--- config.mk ---
export PLATFORM = sky130hd
export DESIGN_NAME = fsg_palette
export DESIGN_NICKNAME = d
export VERILOG_FILES = /design/src/design/fsg_pkg.sv /design/src/design/fsg_palette.sv
export SDC_FILE = /design/constraint.sdc
export NUM_CORES = 1
export LEC_CHECK = 0
export BUFFER_PORTS_ARGS = -buffer_cell sky130_fd_sc_hd__buf_4
export CAP_MARGIN = 15
export CORE_ASPECT_RATIO = 0.7
export CORE_UTILIZATION = 45
export CTS_CLUSTER_DIAMETER = 30
export DETAILED_ROUTE_END_ITERATION = 10
export REMOVE_ABC_BUFFERS = 1
export SKIP_CTS_REPAIR_TIMING = 1
export SLEW_MARGIN = 20
export SYNTH_ARGS = -nofsm -noshare
export SYNTH_HDL_FRONTEND = slang
export SYNTH_SLANG_ARGS = --single-unit
--- constraint.sdc ---
create_clock -name clk_i -period 26.1 [get_ports clk_i]
set_clock_uncertainty 0.1 [all_clocks]
set_input_delay 3.915 -clock clk_i [delete_from_list [all_inputs] [get_ports clk_i]]
set_output_delay 3.915 -clock clk_i [all_outputs]
set_load 0.01 [all_outputs]
--- src/design/fsg_pkg.sv ---
// ----------------------------------------------------------------------------
// fsg_pkg
// Shared types, constants and helpers for the falling-sand grid engine.
// ----------------------------------------------------------------------------
package fsg_pkg;

  localparam int unsigned GRID_W_DEF = 64;
  localparam int unsigned GRID_H_DEF = 64;

  localparam int unsigned CFG_IDX_W  = 8;
  localparam int unsigned CFG_DATA_W = 8;

  localparam logic [CFG_IDX_W-1:0] REG_CHANGE_AFTER = 8'd0;
  localparam logic [CFG_IDX_W-1:0] REG_PALETTE_SIZE = 8'd1;

  localparam logic [7:0] CHANGE_AFTER_RST = 8'd150;
  localparam logic [3:0] PALETTE_SIZE_RST = 4'd7;

  typedef enum logic [1:0] {
    OP_PLACE = 2'd0,
    OP_STEP  = 2'd1,
    OP_READ  = 2'd2,
    OP_NOP   = 2'd3
  } opcode_e;

  typedef enum logic [3:0] {
    ST_CLEAR,
    ST_IDLE,
    ST_PL_CHK,
    ST_RD_CHK,
    ST_SW_SRC,
    ST_SW_DN,
    ST_SW_DR,
    ST_SW_DL,
    ST_SW_CLR,
    ST_RESP
  } state_e;

  typedef struct packed {
    logic       occ;
    logic [2:0] color;
  } cell_t;

  typedef struct packed {
    logic       accepted;
    logic       occupied;
    logic [2:0] grain_color;
  } res_t;

  // (color + 1) mod clamp(psize, 1, 8); value stays below 9, so eight
  // conditional subtracts are enough
  function automatic logic [2:0] color_next(input logic [2:0] color,
                                            input logic [3:0] psize);
    logic [3:0] p;
    logic [3:0] v;
    p = psize;
    if (p == 4'd0) p = 4'd1;
    if (p > 4'd8) p = 4'd8;
    v = {1'b0, color} + 4'd1;
    for (int i = 0; i < 8; i++) begin
      if (v >= p) v = v - p;
    end
    return v[2:0];
  endfunction

endpackage

--- src/design/fsg_palette.sv ---
// ----------------------------------------------------------------------------
// fsg_palette
// Configuration registers, placement counter and current color index.
// ----------------------------------------------------------------------------
module fsg_palette (
  input  logic                            clk_i,
  input  logic                            rst_ni,
  input  logic                            cfg_we_i,
  input  logic [fsg_pkg::CFG_IDX_W-1:0]   cfg_index_i,
  input  logic [fsg_pkg::CFG_DATA_W-1:0]  cfg_data_i,
  input  logic                            commit_i,
  output logic [2:0]                      color_o
);

  logic [7:0] change_after_q;
  logic [3:0] palette_size_q;
  logic [7:0] count_q, count_d;
  logic [2:0] color_q, color_d;
  logic [7:0] count_inc;

  assign count_inc = count_q + 8'd1;

  always_comb begin
    count_d = count_q;
    color_d = color_q;
    if (commit_i) begin
      if (count_inc >= change_after_q) begin
        count_d = 8'd0;
        color_d = fsg_pkg::color_next(color_q, palette_size_q);
      end else begin
        count_d = count_inc;
      end
    end
  end

  always_ff @(posedge clk_i or negedge rst_ni) begin
    if (!rst_ni) begin
      change_after_q <= fsg_pkg::CHANGE_AFTER_RST;
      palette_size_q <= fsg_pkg::PALETTE_SIZE_RST;
      count_q        <= 8'd0;
      color_q        <= 3'd0;
    end else begin
      if (cfg_we_i && cfg_index_i == fsg_pkg::REG_CHANGE_AFTER) begin
        change_after_q <= cfg_data_i;
      end
      if (cfg_we_i && cfg_index_i == fsg_pkg::REG_PALETTE_SIZE) begin
        palette_size_q <= cfg_data_i[3:0];
      end
      count_q <= count_d;
      color_q <= color_d;
    end
  end

  assign color_o = color_q;

endmodule

After elaboration in Yosys (flattened, before gate mapping)

Index checks and enable logic that the tools add are counted.

Memory bits (read-only): 0
Latch bits: 0
Bits in writable memories: 0
Bits of input ports: 20
Logic and storage cells: 59
Memories: 0
Flip-flop bits (word level): 23

Divide/modulo/power cells: 0
Equal/unequal tests: 1
Reductions and logical operators: 5
Muxes and demuxes: 29
Bitwise logic cells: 0
Magnitude comparators: 10
$mul: 0
$add $sub $neg: 10
Shift operators: 0

Operators with widths:

| cell                  | number |
|---|---|
| $mux W4               | 27 |
| $ge A4 B4 Y1          | 8 |
| $sub A4 B4 Y4         | 7 |
| $add A8 B1 Y8 const B | 1 |
| $eq A8 B1 Y1 const B  | 1 |
| $ge A8 B8 Y1          | 1 |
| $logic_not A8 Y1      | 1 |
| $mux W8               | 1 |
| $add A3 B1 Y4 const B | 1 |
| $gt A4 B4 Y1 const B  | 1 |
| $logic_not A4 Y1      | 1 |
| $mux W3               | 1 |
| $sub A3 B3 Y3         | 1 |
| $logic_and A1 B1 Y1   | 2 |
| $reduce_and A2 Y1     | 1 |

Depth between registers and ports, before layout

Depth after elaboration: 38
Gate-level depth with buffers: 58
Gate-level depth less buffers: 57

Least setup slack after synthesis

OpenSTA, ideal clock, no wires.

Kind: register -> register
From: register palette_size_q[3]
To: register color_q[1], in the netlist color_o[1]
Arrival time: 11.560 ns
Setup time: 0.126 ns
Data required time: 25.874 ns
Stages on the path, launching flop included: 55
Setup slack: 14.314 ns
Clock period less this slack: 11.786 ns
Path through: dfrtp_1 > inv_1 > nand2_1 > inv_1 > fa_1 > a21bo_2 > a211oi_1 > o2bb2ai_1 > ha_1 > fa_1 > nand2b_1 > o221ai_1 > nand2_1 > nand2_1 > a21boi_0 > inv_1 > fa_1 > a21boi_0 > [... 19 more ...] > a31oi_2 > nor2_1 > a31oi_1 > or2_2 > ha_1 > o21ai_0 > a31oi_1 > nor4_1 > o2111ai_1 > nand3_1 > ha_1 > inv_1 > fa_1 > a21o_1 > a21o_1 > a21oi_1 > and4b_1 > a311o_1

Longest elaborated chain between the ends: 38
Elaborated cells between the ends (all ways): 46
Classes of those cells: 8 x add/sub; 9 x order compare; 28 x mux; 1 x reduce/logical

Ends and longest elaborated chain:

| item                                          | RTL line          | source |
|---|---|---|
| from (decl)                                   | fsg_palette.sv:16 | `logic [3:0] palette_size_q;` |
| from (signal assigned)                        | fsg_palette.sv:39 | `palette_size_q <= fsg_pkg::PALETTE_SIZE_RST;` |
| from (signal assigned)                        | fsg_palette.sv:47 | `palette_size_q <= cfg_data_i[3:0];` |
| $logic_not A4 Y1                              | fsg_pkg.sv:57     | `if (p == 4'd0) p = 4'd1;` |
| $mux W4 *                                     | fsg_pkg.sv:57     |  |
| $mux W4 *                                     | fsg_palette.sv:27 | `if (count_inc >= change_after_q) begin` |
| $mux W4 *                                     | fsg_palette.sv:26 | `if (commit_i) begin` |
| $gt A4 B4 Y1                                  | fsg_pkg.sv:58     | `if (p > 4'd8) p = 4'd8;` |
| $mux W4 *                                     | fsg_pkg.sv:58     |  |
| $mux W4 *                                     | fsg_palette.sv:27 |  |
| $mux W4 *                                     | fsg_palette.sv:26 |  |
| [... 22 more ...]                             | --                |  |
| $mux W4                                       | fsg_palette.sv:27 |  |
| $mux W4                                       | fsg_palette.sv:26 |  |
| $sub A4 B4 Y4 or $ge A4 B4 Y1 (tied branches) | fsg_pkg.sv:61     | `if (v >= p) v = v - p;` |
| $mux W4                                       | fsg_pkg.sv:61     |  |
| $mux W4                                       | fsg_palette.sv:27 |  |
| $mux W4                                       | fsg_palette.sv:26 |  |
| $ge A4 B4 Y1 or $sub A3 B3 Y3 (tied branches) | fsg_pkg.sv:61     |  |
| $mux W3 *                                     | fsg_pkg.sv:61     |  |
| to (signal assigned)                          | fsg_palette.sv:50 | `color_q <= color_d;` |
| to (decl)                                     | fsg_palette.sv:18 | `logic [2:0] color_q, color_d;` |

Every way passes the cells marked *; elsewhere a longest branch is shown, timed or not. The select of a mux whose other input is x is not followed.
A chain may end at the register's enable or synchronous reset.

Worst setup path after layout

Ends and elaborated chain as after synthesis.

==> impl_metrics.py <==
metrics = {
    "route": {
        "postRouteAntennaNets": 0,
        "route.detailed.drc": 0,
        "dr.pass1.iters": 4,
        "via_per_inst": 5.73,
        "routedWlPerCell_um": 15.5,
        "wl_um": 7370,
        "drtIter0Drc": 177,
        "vias": 2728,
    },
    "clocking": {
        "clkSinkCount": 23,
        "ctsLongestPathBuffers": 2,
        "cts-root-buf": "clkbuf_8",
        "clk_latency_ns": 0.27,
        "cts_inserted_buffers": 3,
        "htree_num_levels": 1,
        "cts_tree": "built",
        "cts.clk_slew.worst_paths_ns": 0.08,
    },
    "global_routing": {
        "grt_max_degree": 24,
        "grt_antenna_before_repair": 0,
        "grt.overflow.total": 0,
        "grt_pass1_vias": 2486,
        "grt_pass1_wl_um": 12300,
        "track_usage_pct": 21.6,
    },
    "timing": {
        "finalSetupViolations": 0,
        "tns_ns": 0,
        "fmax_mhz": 70.7,
        "hold_viol_final": 0,
        "slew_viol_final": 0,
        "rsz0062_at_grt": "false",
        "tightest_slew_ns": 0.795,
        "relSlewSlack_pct": 46.8,
        "fin_crit_sh_pct": 54.2,
        "finalCriticalPeriod_ns": 14.14,
    },
    "run": {
        "max_cap_viol_count": 0,
    },
    "yosys": {
        "yosys_register_bits": 23,
        "synthCells": 363,
        "synth.distinct_cells": 53,
        "synth_warnings": 0,
        "synth_edf_count": 0,
        "syn_avg_cell_area_sq_um": 8.38,
        "syn_area_sq_um": 3040,
        "yosysSeqAreaShare_pct": 19.2,
        "synthArstFlopShare_pct": 100,
        "synth_top_flop_cell": "dfrtp_1",
    },
    "layout": {
        "nFillCells": 637,
        "drive_gt1_share_pct": 15.6,
        "seqCellArea_sq_um": 584,
        "num_antenna_cells": 0,
        "multiInputGateArea_sq_um": 2340,
        "layout.nets": 456,
        "area_delta_synth_final_pct": 10.3,
    },
    "placed_design": {
        "gp_congestion": 0.910,
        "hpwl_um": 6000,
        "io_buffers": 22,
    },
    "worst_setup_path": {
        "worstSetupEndpoint": "color_o[1]$_DFFE_PN0P_",
        "cpMaxStageDelayCell": "inv_1",
        "cp_common_cell": "fa_1",
        "crit_path_start": "palette_size_q[3]$_DFFE_PN0P_",
        "r2r-start": "palette_size_q[3]$_DFFE_PN0P_",
        "r2r_slack_ns": 11.96,
        "cp_max_fo": 10,
        "path_class": "flop to flop",
        "worst_setup_path_start_kind": "flop",
        "max_stage_delay_ns": 0.55,
        "crit_required_ns": 26.15,
        "rr_worst_depth": 53,
        "r2r_end": "color_o[1]$_DFFE_PN0P_",
        "crit_path_end_kind": "flop",
        "cp.arrival_ns": 14.20,
    },
    "min_path": {
        "hp-class": "flop to flop",
        "hold_depth": 1,
    },
    "floorplanning": {
        "die_w_um": 100,
        "dieArea_sq_um": 7100,
        "start_util_pct": 47.8,
        "core-area_sq_um": 6370,
        "rows": 24,
        "die_h_um": 70.8,
        "io_pins": 23,
    },
    "outcome": {
        "status": "finished clean",
    },
}
## per-layer routing
metal	global-route usage, %	vias to the layer above	wire (um)
met5	0	-	0
met1	35.8	1277	4130
li1	-	1384	-
met4	0.483	0	0
met3	3.66	0	421
met2	30.3	67	2810
## registers in the layout, indices dropped and copies added, names as in the netlist
signal	count
count_q	8
palette_size_q	4
change_after_q	8
color_o	3
## critical path, delay by kind of cell, from the launching register on
kind / cells / cell delay (ns)
fa+ha+maj: 11 / 3.61
compound gates: 26 / 6.22
flops: 1 / 0.40
buf+inv: 5 / 1.16
simple gates: 11 / 2.46
## layout by cell type (no fill, tap or decap), drive strengths merged, types with 3 or more instances in the layout
| cell type | synthesis | final |
|---|---|---|
| xnor2 | 10 | 10 |
| clkbuf | 5 | 3 |
| o21ai | 35 | 35 |
| a21o | 8 | 8 |
| nor2 | 24 | 24 |
| nor4 | 5 | 5 |
| o211ai | 5 | 5 |
| a31oi | 6 | 6 |
| o2bb2ai | 9 | 9 |
| o2111ai | 3 | 3 |
| o21a | 5 | 5 |
| nand3 | 14 | 14 |
| or2 | 4 | 4 |
| xor2 | 5 | 5 |
| dfrtp | 16 | 16 |
| a211oi | 5 | 5 |
| a21bo | 3 | 3 |
| ha | 42 | 42 |
| o221ai | 4 | 4 |
| inv | 27 | 27 |
| and3 | 4 | 4 |
| nor3 | 6 | 6 |
| nand2 | 33 | 33 |
| nor2b | 9 | 9 |
| fa | 8 | 8 |
| dfstp | 7 | 7 |
| a21oi | 11 | 11 |
| mux2 | 8 | 8 |
| nor3b | 5 | 5 |
| buf | 0 | 23 |
| and2 | 6 | 6 |
| a21boi | 12 | 12 |
## how the worst min path moves through the flow
stage / from / endpoint
global placement: count_q[7]$_DFFE_PN0P_ / count_q[7]$_DFFE_PN0P_
CTS: count_q[7]$_DFFE_PN0P_ / count_q[7]$_DFFE_PN0P_
global route: count_q[7]$_DFFE_PN0P_ / count_q[7]$_DFFE_PN0P_
floorplan: count_q[7]$_DFFE_PN0P_ / count_q[7]$_DFFE_PN0P_
detailed placement: count_q[7]$_DFFE_PN0P_ / count_q[7]$_DFFE_PN0P_
finish: count_q[7]$_DFFE_PN0P_ / count_q[7]$_DFFE_PN0P_
## cells in the mapped netlist, drive strengths merged (2+ instances only)
cell type  count  area share, %
inv           27            3.3
clkbuf         5           0.62
nor3b          5            1.2
o21a           5            1.2
a311oi         2           0.58
or3            2           0.41
o2111ai        3           0.86
a31oi          6            1.4
o221ai         4            1.4
a21oi         11            1.9
and2           6            1.3
dfrtp         16             13
nor2b          9            1.9
nand3         14            2.3
o211ai         5            1.2
xor2           5            1.4
a21o           8            2.0
nand2b         2           0.41
mux2           8            3.0
xnor2         10            2.9
fa             8            5.3
o21ai         35            5.8
nor3           6           0.99
and3           4           0.82
ha            42             17
dfstp          7            6.0
nor4           5            1.0
nor2          24            3.0
o2bb2ai        9            2.6
mux2i          2            1.1
a311o          2           0.66
nand2         33            4.1
a211oi         5            1.2
a221oi         2           0.78
or2            4           0.82
a21bo          3           0.99
a21boi        12            3.1
## stage by stage
stage | instances | util, % | hold slack [ns] | worst slack, ns | instance area [sq um]
after floorplan | 358 | - | 0.377 | 14.39 | 3020
after global placement | 472 | 52.0 | 0.399 | 12.42 | 3310
after detailed placement | 472 | 52.0 | 0.400 | 12.16 | 3310
after CTS | 476 | 52.7 | 0.424 | 12.08 | 3360
after global routing | 476 | 52.7 | 0.442 | 10.84 | 3360
final | 476 | 52.7 | 0.421 | 11.96 | 3360
## cell type report
cell class | instances | share of cell area (%)
multi-input combinational | 308 | 69.6
sequential | 23 | 17.4
timing repair buffer | 23 | 5.15
tap | 91 | 3.39
inverter | 27 | 3.02
clock buffer | 3 | 1.23
clock inverter | 1 | 0.149
## kinds of logic (layout without fill, tap and decap cells)
kind of cell             after synthesis  count (layout)  share of synthesized area (%)
AO/OA/AOI/OAI                        115             115                           26.7
XOR/XNOR                              15              15                           4.32
adder cells (fa/ha/maj)               50              50                           22.5
buffers and inverters                 32              54                           3.95
flip-flops                            23              23                           19.2
multiplexers                          10              10                           4.03
AND/OR/NAND/NOR                      118             118                           19.3
Power is left out: the tool's default activity adds up to more than one toggle a clock period on the data nets, which glitch-free logic cannot reach.
