### src/design/fsg_pkg.sv
// ----------------------------------------------------------------------------
// fsg_pkg
// Shared types, constants and helpers for the falling-sand grid engine.
// ----------------------------------------------------------------------------
package fsg_pkg;

  localparam int unsigned GRID_W_DEF = 64;
  localparam int unsigned GRID_H_DEF = 64;

  localparam int unsigned CFG_IDX_W  = 8;
  localparam int unsigned CFG_DATA_W = 8;

  localparam logic [CFG_IDX_W-1:0] REG_CHANGE_AFTER = 8'd0;
  localparam logic [CFG_IDX_W-1:0] REG_PALETTE_SIZE = 8'd1;

  localparam logic [7:0] CHANGE_AFTER_RST = 8'd150;
  localparam logic [3:0] PALETTE_SIZE_RST = 4'd7;

  typedef enum logic [1:0] {
    OP_PLACE = 2'd0,
    OP_STEP  = 2'd1,
    OP_READ  = 2'd2,
    OP_NOP   = 2'd3
  } opcode_e;

  typedef enum logic [3:0] {
    ST_CLEAR,
    ST_IDLE,
    ST_PL_CHK,
    ST_RD_CHK,
    ST_SW_SRC,
    ST_SW_DN,
    ST_SW_DR,
    ST_SW_DL,
    ST_SW_CLR,
    ST_RESP
  } state_e;

  typedef struct packed {
    logic       occ;
    logic [2:0] color;
  } cell_t;

  typedef struct packed {
    logic       accepted;
    logic       occupied;
    logic [2:0] grain_color;
  } res_t;

  // (color + 1) mod clamp(psize, 1, 8); value stays below 9, so eight
  // conditional subtracts are enough
  function automatic logic [2:0] color_next(input logic [2:0] color,
                                            input logic [3:0] psize);
    logic [3:0] p;
    logic [3:0] v;
    p = psize;
    if (p == 4'd0) p = 4'd1;
    if (p > 4'd8) p = 4'd8;
    v = {1'b0, color} + 4'd1;
    for (int i = 0; i < 8; i++) begin
      if (v >= p) v = v - p;
    end
    return v[2:0];
  endfunction

endpackage

### src/design/fsg_ctrl.sv
// ----------------------------------------------------------------------------
// fsg_ctrl
// Sequencer: clearing pass, place read-modify-write, cell read and gravity
// sweep against the cell RAM.
// ----------------------------------------------------------------------------
module fsg_ctrl #(
  parameter int unsigned GRID_W = fsg_pkg::GRID_W_DEF,
  parameter int unsigned GRID_H = fsg_pkg::GRID_H_DEF,
  localparam int unsigned CW = $clog2(GRID_W),
  localparam int unsigned RW = $clog2(GRID_H),
  localparam int unsigned AW = CW + RW
) (
  input  logic                 clk_i,
  input  logic                 rst_ni,
  input  logic                 in_accept_i,
  input  logic [1:0]           opcode_i,
  input  logic [5:0]           col_i,
  input  logic [5:0]           row_i,
  output logic                 busy_o,
  input  logic [2:0]           color_i,
  output logic                 commit_o,
  output logic                 res_valid_o,
  input  logic                 res_ready_i,
  output fsg_pkg::res_t        res_o,
  output logic                 ram_we_o,
  output logic [AW-1:0]        ram_waddr_o,
  output logic [3:0]           ram_wdata_o,
  output logic                 ram_re_o,
  output logic [AW-1:0]        ram_raddr_o,
  input  logic [3:0]           ram_rdata_i
);

  localparam logic [CW-1:0] COL_LAST = CW'(GRID_W - 1);
  localparam logic [RW-1:0] ROW_TOP  = RW'(GRID_H - 2);

  fsg_pkg::state_e state_q, state_d;
  fsg_pkg::cell_t  rd_cell, src_q;
  fsg_pkg::res_t   res_q;

  logic [AW-1:0] clr_q;
  logic [CW-1:0] col_q, col_p1, col_m1, nxt_col, in_col;
  logic [RW-1:0] row_q, row_p1, nxt_row, in_row;
  logic          inside_q, in_inside;
  logic          last_cell, has_right, has_left;
  logic          adv;
  logic [8:0]    col_ext, row_ext;
  fsg_pkg::opcode_e in_op;

  assign in_op     = fsg_pkg::opcode_e'(opcode_i);
  assign col_ext   = 9'(col_i);
  assign row_ext   = 9'(row_i);
  assign in_inside = (col_ext < 9'(GRID_W)) && (row_ext < 9'(GRID_H));
  assign in_col    = col_ext[CW-1:0];
  assign in_row    = row_ext[RW-1:0];

  assign rd_cell   = fsg_pkg::cell_t'(ram_rdata_i);
  assign col_p1    = col_q + 1'b1;
  assign col_m1    = col_q - 1'b1;
  assign row_p1    = row_q + 1'b1;
  assign last_cell = (row_q == '0) && (col_q == COL_LAST);
  assign has_right = (col_q != COL_LAST);
  assign has_left  = (col_q != '0);
  assign nxt_col   = (row_q == '0) ? col_p1 : col_q;
  assign nxt_row   = (row_q == '0) ? ROW_TOP : row_q - 1'b1;

  // next state
  always_comb begin
    state_d = state_q;
    unique case (state_q)
      fsg_pkg::ST_CLEAR: begin
        if (&clr_q) state_d = fsg_pkg::ST_IDLE;
      end
      fsg_pkg::ST_IDLE: begin
        if (in_accept_i) begin
          unique case (in_op)
            fsg_pkg::OP_PLACE: state_d = fsg_pkg::ST_PL_CHK;
            fsg_pkg::OP_STEP:  state_d = fsg_pkg::ST_SW_SRC;
            fsg_pkg::OP_READ:  state_d = fsg_pkg::ST_RD_CHK;
            default:           state_d = fsg_pkg::ST_RESP;
          endcase
        end
      end
      fsg_pkg::ST_PL_CHK, fsg_pkg::ST_RD_CHK: state_d = fsg_pkg::ST_RESP;
      fsg_pkg::ST_SW_SRC: begin
        if (rd_cell.occ)    state_d = fsg_pkg::ST_SW_DN;
        else if (last_cell) state_d = fsg_pkg::ST_RESP;
      end
      fsg_pkg::ST_SW_DN: begin
        if (!rd_cell.occ)   state_d = fsg_pkg::ST_SW_CLR;
        else if (has_right) state_d = fsg_pkg::ST_SW_DR;
        else if (has_left)  state_d = fsg_pkg::ST_SW_DL;
        else if (last_cell) state_d = fsg_pkg::ST_RESP;
        else                state_d = fsg_pkg::ST_SW_SRC;
      end
      fsg_pkg::ST_SW_DR: begin
        if (!rd_cell.occ)   state_d = fsg_pkg::ST_SW_CLR;
        else if (has_left)  state_d = fsg_pkg::ST_SW_DL;
        else if (last_cell) state_d = fsg_pkg::ST_RESP;
        else                state_d = fsg_pkg::ST_SW_SRC;
      end
      fsg_pkg::ST_SW_DL: begin
        if (!rd_cell.occ)   state_d = fsg_pkg::ST_SW_CLR;
        else if (last_cell) state_d = fsg_pkg::ST_RESP;
        else                state_d = fsg_pkg::ST_SW_SRC;
      end
      fsg_pkg::ST_SW_CLR: begin
        state_d = last_cell ? fsg_pkg::ST_RESP : fsg_pkg::ST_SW_SRC;
      end
      fsg_pkg::ST_RESP: begin
        if (res_ready_i) state_d = fsg_pkg::ST_IDLE;
      end
      default: state_d = fsg_pkg::ST_IDLE;
    endcase
  end

  // RAM accesses and strobes; adv issues the read of the next sweep cell
  always_comb begin
    ram_we_o    = 1'b0;
    ram_waddr_o = '0;
    ram_wdata_o = '0;
    ram_re_o    = 1'b0;
    ram_raddr_o = '0;
    commit_o    = 1'b0;
    adv         = 1'b0;
    unique case (state_q)
      fsg_pkg::ST_CLEAR: begin
        ram_we_o    = 1'b1;
        ram_waddr_o = clr_q;
      end
      fsg_pkg::ST_IDLE: begin
        if (in_accept_i) begin
          ram_re_o    = 1'b1;
          ram_raddr_o = (in_op == fsg_pkg::OP_STEP) ? {{CW{1'b0}}, ROW_TOP} : {in_col, in_row};
        end
      end
      fsg_pkg::ST_PL_CHK: begin
        if (inside_q && !rd_cell.occ) begin
          ram_we_o    = 1'b1;
          ram_waddr_o = {col_q, row_q};
          ram_wdata_o = {1'b1, color_i};
          commit_o    = 1'b1;
        end
      end
      fsg_pkg::ST_RD_CHK: ;
      fsg_pkg::ST_SW_SRC: begin
        if (rd_cell.occ) begin
          ram_re_o    = 1'b1;
          ram_raddr_o = {col_q, row_p1};
        end else begin
          adv = !last_cell;
        end
      end
      fsg_pkg::ST_SW_DN: begin
        if (!rd_cell.occ) begin
          ram_we_o    = 1'b1;
          ram_waddr_o = {col_q, row_p1};
          ram_wdata_o = src_q;
        end else if (has_right) begin
          ram_re_o    = 1'b1;
          ram_raddr_o = {col_p1, row_p1};
        end else if (has_left) begin
          ram_re_o    = 1'b1;
          ram_raddr_o = {col_m1, row_p1};
        end else begin
          adv = !last_cell;
        end
      end
      fsg_pkg::ST_SW_DR: begin
        if (!rd_cell.occ) begin
          ram_we_o    = 1'b1;
          ram_waddr_o = {col_p1, row_p1};
          ram_wdata_o = src_q;
        end else if (has_left) begin
          ram_re_o    = 1'b1;
          ram_raddr_o = {col_m1, row_p1};
        end else begin
          adv = !last_cell;
        end
      end
      fsg_pkg::ST_SW_DL: begin
        if (!rd_cell.occ) begin
          ram_we_o    = 1'b1;
          ram_waddr_o = {col_m1, row_p1};
          ram_wdata_o = src_q;
        end else begin
          adv = !last_cell;
        end
      end
      fsg_pkg::ST_SW_CLR: begin
        // vacate the source; next source read never hits this address
        ram_we_o    = 1'b1;
        ram_waddr_o = {col_q, row_q};
        adv         = !last_cell;
      end
      fsg_pkg::ST_RESP: ;
      default: ;
    endcase
    if (adv) begin
      ram_re_o    = 1'b1;
      ram_raddr_o = {nxt_col, nxt_row};
    end
  end

  always_ff @(posedge clk_i or negedge rst_ni) begin
    if (!rst_ni) begin
      state_q <= fsg_pkg::ST_CLEAR;
      clr_q   <= '0;
    end else begin
      state_q <= state_d;
      if (state_q == fsg_pkg::ST_CLEAR) begin
        clr_q <= clr_q + 1'b1;
      end
    end
  end

  always_ff @(posedge clk_i) begin
    if (state_q == fsg_pkg::ST_IDLE && in_accept_i) begin
      inside_q <= in_inside;
      res_q    <= '0;
      if (in_op == fsg_pkg::OP_STEP) begin
        col_q <= '0;
        row_q <= ROW_TOP;
      end else begin
        col_q <= in_col;
        row_q <= in_row;
      end
    end
    if (adv) begin
      col_q <= nxt_col;
      row_q <= nxt_row;
    end
    if (state_q == fsg_pkg::ST_SW_SRC && rd_cell.occ) begin
      src_q <= rd_cell;
    end
    if (state_q == fsg_pkg::ST_PL_CHK) begin
      res_q.accepted <= inside_q && !rd_cell.occ;
    end
    if (state_q == fsg_pkg::ST_RD_CHK && inside_q && rd_cell.occ) begin
      res_q.occupied    <= 1'b1;
      res_q.grain_color <= rd_cell.color;
    end
  end

  assign busy_o      = (state_q != fsg_pkg::ST_IDLE);
  assign res_valid_o = (state_q == fsg_pkg::ST_RESP);
  assign res_o       = res_q;

endmodule

### config.mk
export PLATFORM = sky130hd
export DESIGN_NAME = fsg_ctrl
export DESIGN_NICKNAME = d
export VERILOG_FILES = /design/src/design/fsg_pkg.sv /design/src/design/fsg_ctrl.sv
export SDC_FILE = /design/constraint.sdc
export NUM_CORES = 1
export LEC_CHECK = 0
export ABC_AREA = 0
export BUFFER_PORTS_ARGS = -buffer_cell sky130_fd_sc_hd__buf_2
export CELL_PAD_IN_SITES_DETAIL_PLACEMENT = 2
export CELL_PAD_IN_SITES_GLOBAL_PLACEMENT = 2
export CORE_UTILIZATION = 33
export DETAILED_ROUTE_END_ITERATION = 8
export PLACE_DENSITY_LB_ADDON = 0.1
export SKIP_LAST_GASP = 1
export SLEW_MARGIN = 20
export SYNTH_ARGS = -nofsm -noshare
export SYNTH_HDL_FRONTEND = slang
export SYNTH_SLANG_ARGS = --single-unit
### constraint.sdc
create_clock -name clk_i -period 2.6 [get_ports clk_i]
set_input_delay 0.26 -clock clk_i [delete_from_list [all_inputs] [get_ports clk_i]]
set_output_delay 0.26 -clock clk_i [all_outputs]
set_load 0.05 [all_outputs]
### Yosys cells after proc, flatten, opt, wreduce, memory -nomap -nowiden

Index checks and enable logic that the tools add are counted.

| storage, ports and cells | value |
|---|---|
| bits in registers | 38 |
| input bits | 25 |

| cells by class | value |
|---|---|
| $add $sub $neg | 5 |
| $lt $le $gt $ge | 2 |
| eq/ne operators | 18 |
| mux-type cells | 60 |
| reduce and logical (&&, ||, !) cells | 21 |

Operator list:

| operator | count |
|---|---|
| $mux 12 | 12 |
| $pmux 12 s6 | 1 |
| $mux 4 | 13 |
| $mux 6 | 8 |
| $pmux 12 s4 | 1 |
| $pmux 4 s9 | 1 |
| $mux 1 | 17 |
| $eq 4x3->1 const B | 4 |
| $lt 6x7->1 const B | 2 |
| $add 12x1->12 const B | 1 |
| $add 6x1->6 const B | 2 |
| $pmux 4 s3 | 1 |
| $reduce_and 12->1 | 1 |
| $sub 6x1->6 const B | 2 |
| $eq 4x2->1 const B | 2 |
| $eq 4x4->1 const B | 2 |
| $pmux 4 s2 | 1 |
| $logic_and 1x1->1 | 7 |
| $eq 6x6->1 const B | 1 |
| $logic_not 6->1 | 1 |
| $ne 6x6->1 const B | 1 |
| $reduce_bool 2->1 | 3 |
| $reduce_bool 6->1 | 1 |
| $mux 5 | 1 |
| other kinds (17) | 20 |

### Logic depth before layout (Yosys ltp)

Gate-level depths: netlist of run 1.

| logic depth | value |
|---|---|
| word-level depth | 8 |
| depth in mapped cells | 9 |

### Worst setup path after synthesis of run 1

Ideal clock, no wire load.

| timing path | value |
|---|---|
| path kind | register -> output |
| start | register col_q[0] |
| end | output port ram_raddr_o[2] |
| arrival time | 2.757 ns |
| data required time | 2.340 ns |
| setup slack | -0.417 ns |
| stages on the path, launching flop included | 10 |
| buffers on the path | 2 |
| cells stage by stage | edfxtp_1 clkbuf_1 inv_1 ha_1 and3b_1 a21boi_1 o21ai_2 nand2_2 buf_2 o21ai_0 |

| between the ends | value |
|---|---|
| word-level cells in the longest chain between the ends | 8 |
| elaborated cells between the ends (all ways) | 18 |
| classes of those cells | 2 x eq/ne; 13 x mux; 3 x reduce/logical |

RTL lines:

| what | RTL line | text |
|---|---|---|
| from (decl) | fsg_ctrl.sv:41 | `logic [CW-1:0] col_q, col_p1, col_m1, nxt_col, in_col;` |
| from (signal assigned) | fsg_ctrl.sv:224 | `col_q <= in_col;` |
| from (signal assigned) | fsg_ctrl.sv:229 | `col_q <= nxt_col;` |
| $eq 6x6->1 | fsg_ctrl.sv:60 | `assign last_cell = (row_q == '0) && (col_q == COL_LAST);` |
| $logic_and 1x1->1 | fsg_ctrl.sv:60 |  |
| $logic_not 1->1 | n/a |  |
| $mux 1 | fsg_ctrl.sv:161, fsg_ctrl.sv:173 |  |
| $mux 1 | fsg_ctrl.sv:158 | `end else if (has_right) begin` |
| $mux 1 | fsg_ctrl.sv:154 | `if (!rd_cell.occ) begin` |
| $pmux 1 s5 | fsg_ctrl.sv:125 | `unique case (state_q)` |
| $mux 12 * | fsg_ctrl.sv:198 | `if (adv) begin` |
| to (decl) | fsg_ctrl.sv:29 | `output logic [AW-1:0] ram_raddr_o,` |

Every way passes the cells marked *; elsewhere a longest branch is shown, timed or not.

### Worst setup path in the final report of run 1

| timing path | value |
|---|---|
| start | register col_q[1] |
| end | output port ram_raddr_o[9] |

| between the ends | value |
|---|---|
| word-level cells in the longest chain between the ends | 8 |
| elaborated cells between the ends (all ways) | 21 |
| classes of those cells | 2 x add/sub; 2 x eq/ne; 14 x mux; 3 x reduce/logical |

RTL lines:

| what | RTL line |
|---|---|
| branches (longest 7 deep; another with $sub 6x1->6) | n/a |
| $mux 12 * | fsg_ctrl.sv:198 |

Mark *: on every way between the ends.

==> results of run 1 <==
## stage by stage
step	hold WS, ps	std cells	setup TNS [ps]	area, µm²	worst slack (ps)
2_1_floorplan	-35.6	380	-229	3190	-56.9
3_3_place_gp	204	585	0	3830	162
3_5_place_dp	210	585	0	3830	125
4_1_cts	139	599	0	4060	3.01
5_1_grt	132	601	-276	4140	-83.9
6_report	134	601	-7.61	4140	-7.61
## flip-flops by register name, summed over array words and instances (netlist names)
signal   cells
res_o        5
src_q        4
row_q        6
state_q      4
col_q        6
clr_q       12
## metal layers
metal | wire (µm) | part of all wire (%)
met5 | 0 | 0
met1 | 6160 | 47
met3 | 453 | 3.4
met4 | 153 | 1.2
met2 | 6460 | 49
## logic make-up after synthesis
kind of cell / after synthesis / share of synthesized area, %
simple gates: 155 / 25.6
compound gates: 99 / 21.7
buf+inv: 41 / 5.92
flops: 37 / 32.2
xor+xnor: 30 / 8.29
mux: 11 / 3.55
fa+ha+maj: 7 / 2.76
## worst max-delay path, delay by kind of cell, from the launching register on
| kind | cells | cell delay (ps) |
|---|---|---|
| AND/OR/NAND/NOR | 2 | 470 |
| flip-flops | 1 | 350 |
| AO/OA/AOI/OAI | 3 | 730 |
| adder cells (fa/ha/maj) | 1 | 200 |
| buffers and inverters | 2 | 300 |
## report_power, final
part	switching, µW	total [µW]	internal (µW)
Combinational	2470	3690	1220
Sequential	247	1100	850
Clock	255	642	387
## what timing repair did
item,in CTS,in global routing
hold endpoints to repair,16,0
resized for setup,12,21
buffers inserted,5,2
hold buffers,1,0
setup endpoints to repair,15,16
pin swaps,2,2
cloned,0,0
## area by class of cell
cell class / count / area [µm²] / area share (%)
clock inverter: 3 / 68.8 / 1.66
multi-input combinational: 302 / 2040 / 49.4
clock buffer: 5 / 68.8 / 1.66
sequential: 37 / 1020 / 24.8
timing repair buffer: 110 / 716 / 17.3
inverter: 15 / 56.3 / 1.36
tap: 129 / 161 / 3.90
## how the worst min path moves through the flow
stage | end | slack, ps | cells after the start
after floorplan | clr_q[0] | -40 | 0
after global placement | clr_q[9] | 200 | 1
after detailed placement | clr_q[8] | 210 | 1
after CTS | src_q[2] | 140 | 1
after global routing | src_q[2] | 130 | 1
final | src_q[2] | 130 | 1
## cell usage in the layout, fill, tap and decap left out, types with 6 or more instances in the layout
| cell type | count |
|---|---|
| a21oi_1 | 14 |
| a22oi_1 | 6 |
| buf_2 | 53 |
| buf_4 | 51 |
| dfrtp_1 | 13 |
| edfxtp_1 | 20 |
| ha_1 | 7 |
| inv_1 | 14 |
| mux2i_1 | 9 |
| nand2_1 | 40 |
| nand3_1 | 17 |
| nand4_1 | 7 |
| nor2_1 | 40 |
| nor3_1 | 7 |
| o21ai_0 | 18 |
| o21ai_1 | 6 |
| xnor2_1 | 20 |
| xor2_1 | 10 |
==> results.yml, run 1 <==
sta:
  finalSetupViolCount: 1
  finalHoldViolCount: 0
  fmax_mhz: 383
  tightest_slew_ps: 493
  report.final.slew_viol_count: 0
  setup_ws_ps: -7.61
  max-slew-margin-rel_pct: 66.3
  finalClockSkew_ps: 12.0
  min_period_ps: 2610
  rsz0062_at_grt: "yes"
  period_share_pct: 100
worst_setup_path:
  cp-startpoint: "col_q[1]"
  critPathKind: "reg2out"
  crit_chain: "inv_1 > ha_1 > and3b_1 > a21boi_2 > o21ai_4 > and2_2 > a2111o_1 > buf_4"
  required_ps: 2340
  crit_path_max_incr_delay_ps: 380
  worstReg2RegStart: "state_q[3]"
  crit_fanout: 5
  cp-endpoint: "ram_raddr_o[9]"
  r2r_cells: 7
  worstPathArrival_ps: 2350
  crit_path_top_delay_cell: "a2111o_1"
  r2r_setup_slack_ps: 410
  r2r_end: "clr_q[8]"
  startpoint_type: "flop"
  endpoint_kind: "output pin"
cells_and_area:
  fill_cells: 1059
  diodes: 0
  area_growth_pct: 30.5
  finalNetCount: 503
  drive_gt1_share_pct: 31.4
  fin_util_pct: 44.6
clocking:
  cts_root_buffer: "clkbuf_8"
  cts.sinks: 37
  clockBufferDepth: 2
  clk_pin_slew_ps: 100
  cts_made_buffers: 5
  htree_levels: 2
  cts_tree: "yes"
  clock_latency_ps: 310
routing:
  routedWlPerCell_um: 22.0
  ant_nets: 0
  num_vias: 3351
  drt_wl_total_um: 13200
  firstDrtPassIters: 4
  drc_errors: 0
  dr.first_iter.drc_count: 147
  vias_per_cell: 5.58
die:
  die_area_mm2: 0.0100
  die_y_um: 100
  num_rows: 35
  dieWidth_um: 100
  ioPinCount: 63
  core_area_mm2: 0.00928
  start_util_pct: 34.2
global_routing:
  globalRouteMet2Util_pct: 46.4
  antenna_found_initial: 0
  grt_start_max_net_pins: 17
  grt_pass1_wl_um: 20300
  grt_pass1_vias: 3532
  grt_use_met3_pct: 3.20
  use_met1_pct: 35.9
  grt_overflow: 0
  top_usage_layer: "met2"
  grt_util_all_layers_pct: 26.6
logic_synthesis:
  yosysTopAreaCell: "edfxtp_1"
  synth.net_count: 412
  synthDistinctLibCells: 69
  netlist.area_leader.share_pct: 18.9
  syn_area_mm2: 0.00317
  ys_seq_area_share_pct: 32.2
  synthTopCellsByCount: "nand2_1 (40), nor2_1 (40), o21ai_0 (25)"
  synth_ff_type: "edfxtp_1"
  ys_async_sr_fraction_pct: 43.2
  syn_inst: 380
  yosys_warnings: 0
  synth_area_per_cell_um2: 8.34
  synth_edf_count: 20
  synth.area.top_cells: "edfxtp_1 (19%), dfrtp_1 (13%), xnor2_1 (5.5%), nand2_1 (4.7%), nor2_1 (4.7%)"
  yosys_register_bits: 37
status:
  failed_checks: "setup timing"
  status: "complete, but fails checks"
power:
  vdd_drop_max_uv: 661
  total_power_uw: 5430
  cellPowerDensity_mw_per_mm2: 1310
  p_leak_uw: 0.00181
run:
  maxCapViolCount: 0
place:
  routabilityCongestion: 0.852
  io_buffers: 62
  dp_hpwl_um: 9990
hold_path:
  hp-start: "ram_rdata_i[2]"
  hp-class: "in2reg"
(Power assumes the default switching activity.)
==> inputs of run 2 (changes only) <==
--- a/config.mk
+++ b/config.mk
@@ -11,6 +11,7 @@
 export CELL_PAD_IN_SITES_GLOBAL_PLACEMENT = 2
 export CORE_UTILIZATION = 33
 export DETAILED_ROUTE_END_ITERATION = 8
+export GPL_TIMING_DRIVEN = 0
 export PLACE_DENSITY_LB_ADDON = 0.1
 export SKIP_LAST_GASP = 1
 export SLEW_MARGIN = 20
==> constraint.sdc (replaced) <==
create_clock -name clk_i -period 2.6 [get_ports clk_i]
set_input_delay 0 -clock clk_i [delete_from_list [all_inputs] [get_ports clk_i]]
set_output_delay 0 -clock clk_i [all_outputs]
set_load 0.05 [all_outputs]
==> run 2 against run 1 <==
Compared with the run above:
- the flow still finishes with violations (setup timing)
- sequential share of layout area rose by 0.92 points
- critical endpoint is now ram_raddr_o[6]
- core utilization shrank 1.8 points
- die area unchanged
- final cell count is 1.2% lower
- sequential power decreased by 5%
- critical path type unchanged
- clock skew is 4.5 ps lower
- worst setup slack lost 61 ps
==> results.yml, run 2 (synthesis results as in run 1) <==
hold_path:
  hold_path_end: "row_q[3]"
  hp-start: "row_i[3]"
  hp-class: "in2reg"
  min_path_cells: 3
worst_setup_path:
  crit_fanout: 10
  crit_chain: "buf_6 > nor2_1 > nand2_1 > inv_1 > o31ai_1 > a21boi_1 > o21ai_1 > buf_2"
  crit_path_max_incr_delay_ps: 460
  startpoint_type: "flop"
  critPathKind: "reg2out"
  r2r_end: "row_q[5]"
  endpoint_kind: "output pin"
  required_ps: 2600
  worstPathArrival_ps: 2670
  r2r_cells: 9
  worstReg2RegStart: "col_q[0]"
  r2r_setup_slack_ps: 180
  cp_top_family: "buffers and inverters"
  crit_path_top_delay_cell: "dfrtp_1"
  cp_num_buf_inv: 3
  cp-startpoint: "state_q[1]"
sta:
  min_period_ps: 2670
  tightest_slew_ps: 700
  fmax_mhz: 375
  setup_tns_ps: -68.9
  max-slew-margin-rel_pct: 53.3
  period_share_pct: 103
  finalClockSkew_ps: 7.47
  finalSetupViolCount: 1
  report.final.slew_viol_count: 0
  rsz0062_at_grt: "yes"
  setup_ws_ps: -68.9
  finalHoldViolCount: 0
clocking:
  clock_latency_ps: 300
  cts_tree: "yes"
  clk_pin_slew_ps: 80
  clockBufferDepth: 2
  htree_levels: 2
  cts.sinks: 37
  cts_root_buffer: "clkbuf_8"
  cts_made_buffers: 5
place:
  routabilityCongestion: 0.830
  io_buffers: 62
  dp_hpwl_um: 9490
  place_inst: 571
  dpl-instance-area_mm2: 0.00364
cells_and_area:
  mostFrequentLayoutCell: "buf_2"
  largest_register_ffs: 12
  multiInputGateArea_mm2: 0.00203
  finalNetCount: 496
  fill_cells: 1065
  area.sequential_mm2: 0.00102
  area_growth_pct: 25.4
  top_regs: "clr_q (12), col_q (6), row_q (6)"
  drive_gt1_share_pct: 27.1
  fin_cells: 594
  top_register: "clr_q"
  diodes: 0
  fin_area_mm2: 0.00398
  final_cell_mix: "buf_2 (60), nor2_1 (40), nand2_1 (38), o21ai_0 (22)"
routing:
  num_vias: 3299
  firstDrtPassIters: 7
  dr.first_iter.drc_count: 109
  vias_per_cell: 5.55
  drc_errors: 0
  drt_wl_total_um: 12700
  ant_nets: 0
  routedWlPerCell_um: 21.3
global_routing:
  grt_util_all_layers_pct: 25.8
  grt_overflow: 0
  antenna_found_initial: 0
  grt_pass1_wl_um: 19600
  grt_start_max_net_pins: 17
  grt_pass1_vias: 3430
power:
  vdd_drop_max_uv: 563
  cellPowerDensity_mw_per_mm2: 1250
  p_leak_uw: 0.00171
die:
  num_rows: 35
  die_y_um: 100
  start_util_pct: 34.2
  ioPinCount: 63
  dieWidth_um: 100
  core_area_mm2: 0.00928
  die_area_mm2: 0.0100
run:
  maxCapViolCount: 0
status:
  status: "complete, but fails checks"
  failed_checks: "setup timing"
## run 2: cell count changes in the layout (fill, tap and decap cells not counted), moves of 3 or more
cell and delta:
dfrtp_2 -3, buf_4 -31, clkbuf_1 +8, o21ai_0 +4
dfrtp_1 +3, nand2_2 +3, buf_2 +7, dlygate4sd3_1 +4
## run 2: layout make-up
cell class / count / share of cell area (%)
sequential: 37 / 25.7
timing repair buffer: 78 / 11.8
clock buffer: 6 / 1.83
multi-input combinational: 302 / 51.1
tap: 129 / 4.06
clock inverter: 2 / 0.252
inverter: 15 / 1.51
buffer: 25 / 3.74
## run 2: where the power goes
part | switching (µW) | internal (µW) | total (µW)
Clock | 237 | 187 | 424
Sequential | 188 | 848 | 1040
Combinational | 2430 | 1080 | 3500
Total | 2850 | 2110 | 4960
## run 2: repair_timing
item,CTS,global route
hold endpoints to repair,20,0
setup buffers,8,3
resized for setup,18,24
cloned,0,0
pin swaps,2,4
endpoints found under the setup margin,45,26
hold buffers,5,0
## run 2: worst reg2reg max path: cells and delay by family, from the launching register on
family | cells | cell delay [ps]
AO/OA/AOI/OAI | 2 | 280
adder cells (fa/ha/maj) | 1 | 190
buffers and inverters | 3 | 500
flip-flops | 1 | 420
AND/OR/NAND/NOR | 3 | 700
## run 2: routing by layer
layer	GRT usage, %	part of all wire, %
met3	2.58	3.9
met5	0	0
met1	34.9	46
met2	44.9	49
met4	5.13	1.2
## run 2: worst max path at each step
stage / to / slack, ps / depth (start not counted)
finish: ram_raddr_o[6] / -70 / 8
global placement: col_q[3] / -590 / 9
global route: ram_raddr_o[6] / -120 / 8
floorplan: ram_raddr_o[2] / -160 / 9
CTS: ram_raddr_o[6] / 9 / 8
detailed placement: col_q[3] / -670 / 9
## run 2: stage by stage
step	setup slack, ps	hold slack (ps)	total power, µW	util (%)
floorplan	-157	-296	3410	-
global placement	-593	-49.7	4190	39.2
detailed placement	-671	-48.2	4270	39.2
CTS	8.81	66.6	4840	41.8
global route	-124	80.1	5220	42.8
finish	-68.9	66.4	4960	42.8
==> inputs of run 3 (changes only) <==
--- a/config.mk
+++ b/config.mk
@@ -13,6 +13,7 @@
 export DETAILED_ROUTE_END_ITERATION = 8
 export GPL_TIMING_DRIVEN = 0
 export PLACE_DENSITY_LB_ADDON = 0.1
+export SETUP_SLACK_MARGIN = 0.5
 export SKIP_LAST_GASP = 1
 export SLEW_MARGIN = 20
 export SYNTH_ARGS = -nofsm -noshare
==> run 3 against run 2 <==
Compared with the run above:
- the run still ends with setup timing left
- design area increased by 32%
- largest cell class unchanged
- global-route usage is 7.2 points higher
- register-to-register slack lost 90 ps
- total power grew 45%
- final cell count rose by 11%
- critical endpoint is now ram_raddr_o[9]
- count of clock-buffer cells in the layout is 1 lower
- hold slack got worse by 24 ps
- wire length increased by 73%
- highest routed layer unchanged
==> results.yml, run 3 (synthesis results as in run 1) <==
routing:
  firstDrtPassIters: 5
  routedWlPerCell_um: 33.3
  ant_nets: 0
  num_vias: 4139
  drc_errors: 0
  dr.first_iter.drc_count: 269
  drt_wl_total_um: 21900
  vias_per_cell: 6.29
clocking:
  cts.sinks: 37
  clock_latency_ps: 340
  clockBufferDepth: 2
  htree_levels: 2
  cts_made_buffers: 5
  cts_root_buffer: "clkbuf_8"
  cts_tree: "yes"
  clk_pin_slew_ps: 100
hold_path:
  hp-class: "in2reg"
cells_and_area:
  fill_cells: 957
  top_regs: "clr_q (12), col_q (6), row_q (6)"
  drive_gt1_share_pct: 48.4
  top_register: "clr_q"
  diodes: 0
  largest_register_ffs: 12
  mostFrequentLayoutCell: "buf_4"
  final_cell_mix: "buf_4 (64), buf_6 (44), buf_2 (42), nor2_1 (34), nand2_1 (32)"
  finalNetCount: 560
  fin_cells: 658
  area_growth_pct: 65.0
die:
  num_rows: 35
  core_area_mm2: 0.00928
  ioPinCount: 63
  die_area_mm2: 0.0100
  dieWidth_um: 100
  start_util_pct: 34.2
  die_y_um: 100
sta:
  min_period_ps: 2660
  holdWs_ps: 42.6
  period_share_pct: 102
  tightest_slew_ps: 746
  fmax_mhz: 376
  setup_ws_ps: -58.1
  setup_tns_ps: -58.1
  rsz0062_at_grt: "yes"
  finalHoldViolCount: 0
  max-slew-margin-rel_pct: 50.2
  report.final.slew_viol_count: 0
  finalClockSkew_ps: 12.6
  finalSetupViolCount: 1
power:
  vdd_drop_max_uv: 674
  p_leak_uw: 0.00224
  cellPowerDensity_mw_per_mm2: 1380
place:
  io_buffers: 62
  dp_hpwl_um: 9480
  place_inst: 571
  routabilityCongestion: 0.829
worst_setup_path:
  endpoint_kind: "output pin"
  critPathKind: "reg2out"
  required_ps: 2600
  crit_fanout: 10
  worstPathArrival_ps: 2660
  startpoint_type: "flop"
global_routing:
  grt_util_all_layers_pct: 33.0
  grt_pass1_wl_um: 24300
  grt_pass1_vias: 4007
  antenna_found_initial: 0
  grt_start_max_net_pins: 17
  grt_overflow: 0
run:
  maxCapViolCount: 0
status:
  failed_checks: "setup timing"
  status: "complete, but fails checks"
-- run 3: repair_timing --
item,CTS,global route
hold endpoints to repair,20,0
gates resized for setup,107,122
gates cloned,0,3
setup buffers,42,29
endpoints found under the setup margin,62,61
pin swaps,18,28
hold buffers,5,0
-- run 3: routing by layer --
layer	up-vias	GRT usage [%]	part of all wire (%)
met1	2096	41.9	39
met5	-	0	0
met4	0	11.9	6.1
met3	103	5.01	6.2
met2	255	56.9	49
li1	1685	-	-
-- run 3: worst paths after layout --
path / from / end / slack (ps) / cells after the start
worst max-delay path: col_q[4] / ram_raddr_o[9] / -60 / 7
worst min-delay path: row_i[3] / row_q[3] / 40 / 3
worst max register to register: col_q[4] / state_q[0] / 90 / 7
worst min register to register: res_o[3] / res_o[3] / 480 / 1
max in group asynchronous: rst_ni / state_q[1] / 2100 / 2
min in group asynchronous: rst_ni / clr_q[4] / 180 / 2
-- run 3: area by class of cell --
class	count	area (µm²)	area share [%]
plain buffers	26	244	4.66
clock buffers	5	68.8	1.32
clock inverters	3	46.3	0.885
inverters	15	67.6	1.29
multi-input cells	303	2480	47.5
flip-flops and latches	37	1020	19.6
well taps	129	161	3.08
repair buffers	140	1140	21.7
-- run 3: worst max-delay path, cell delays in order (launching register included) --
cell and delay (ps):
edfxtp_1 450, buf_2 330, and2_1 300, nand4_1 250, and2_4 240, buf_6 120
a2111o_2 450, buf_8 170
-- run 3: power by group --
group | internal, µW | switching (µW) | total [µW]
Combinational | 2050 | 3450 | 5500
Sequential | 851 | 268 | 1120
Clock | 288 | 301 | 590
Total | 3190 | 4020 | 7210
-- run 3: per-stage QoR --
stage / utilization (%) / setup slack, ps / cell area, µm² / power [µW]
after floorplan: - / 259 / 3220 / 3480
after global placement: 39.8 / -252 / 3690 / 4280
after detailed placement: 39.8 / -310 / 3690 / 4370
after CTS: 48.7 / 206 / 4520 / 5690
after global routing: 56.4 / -82.5 / 5230 / 7320
final: 56.4 / -58.1 / 5230 / 7210
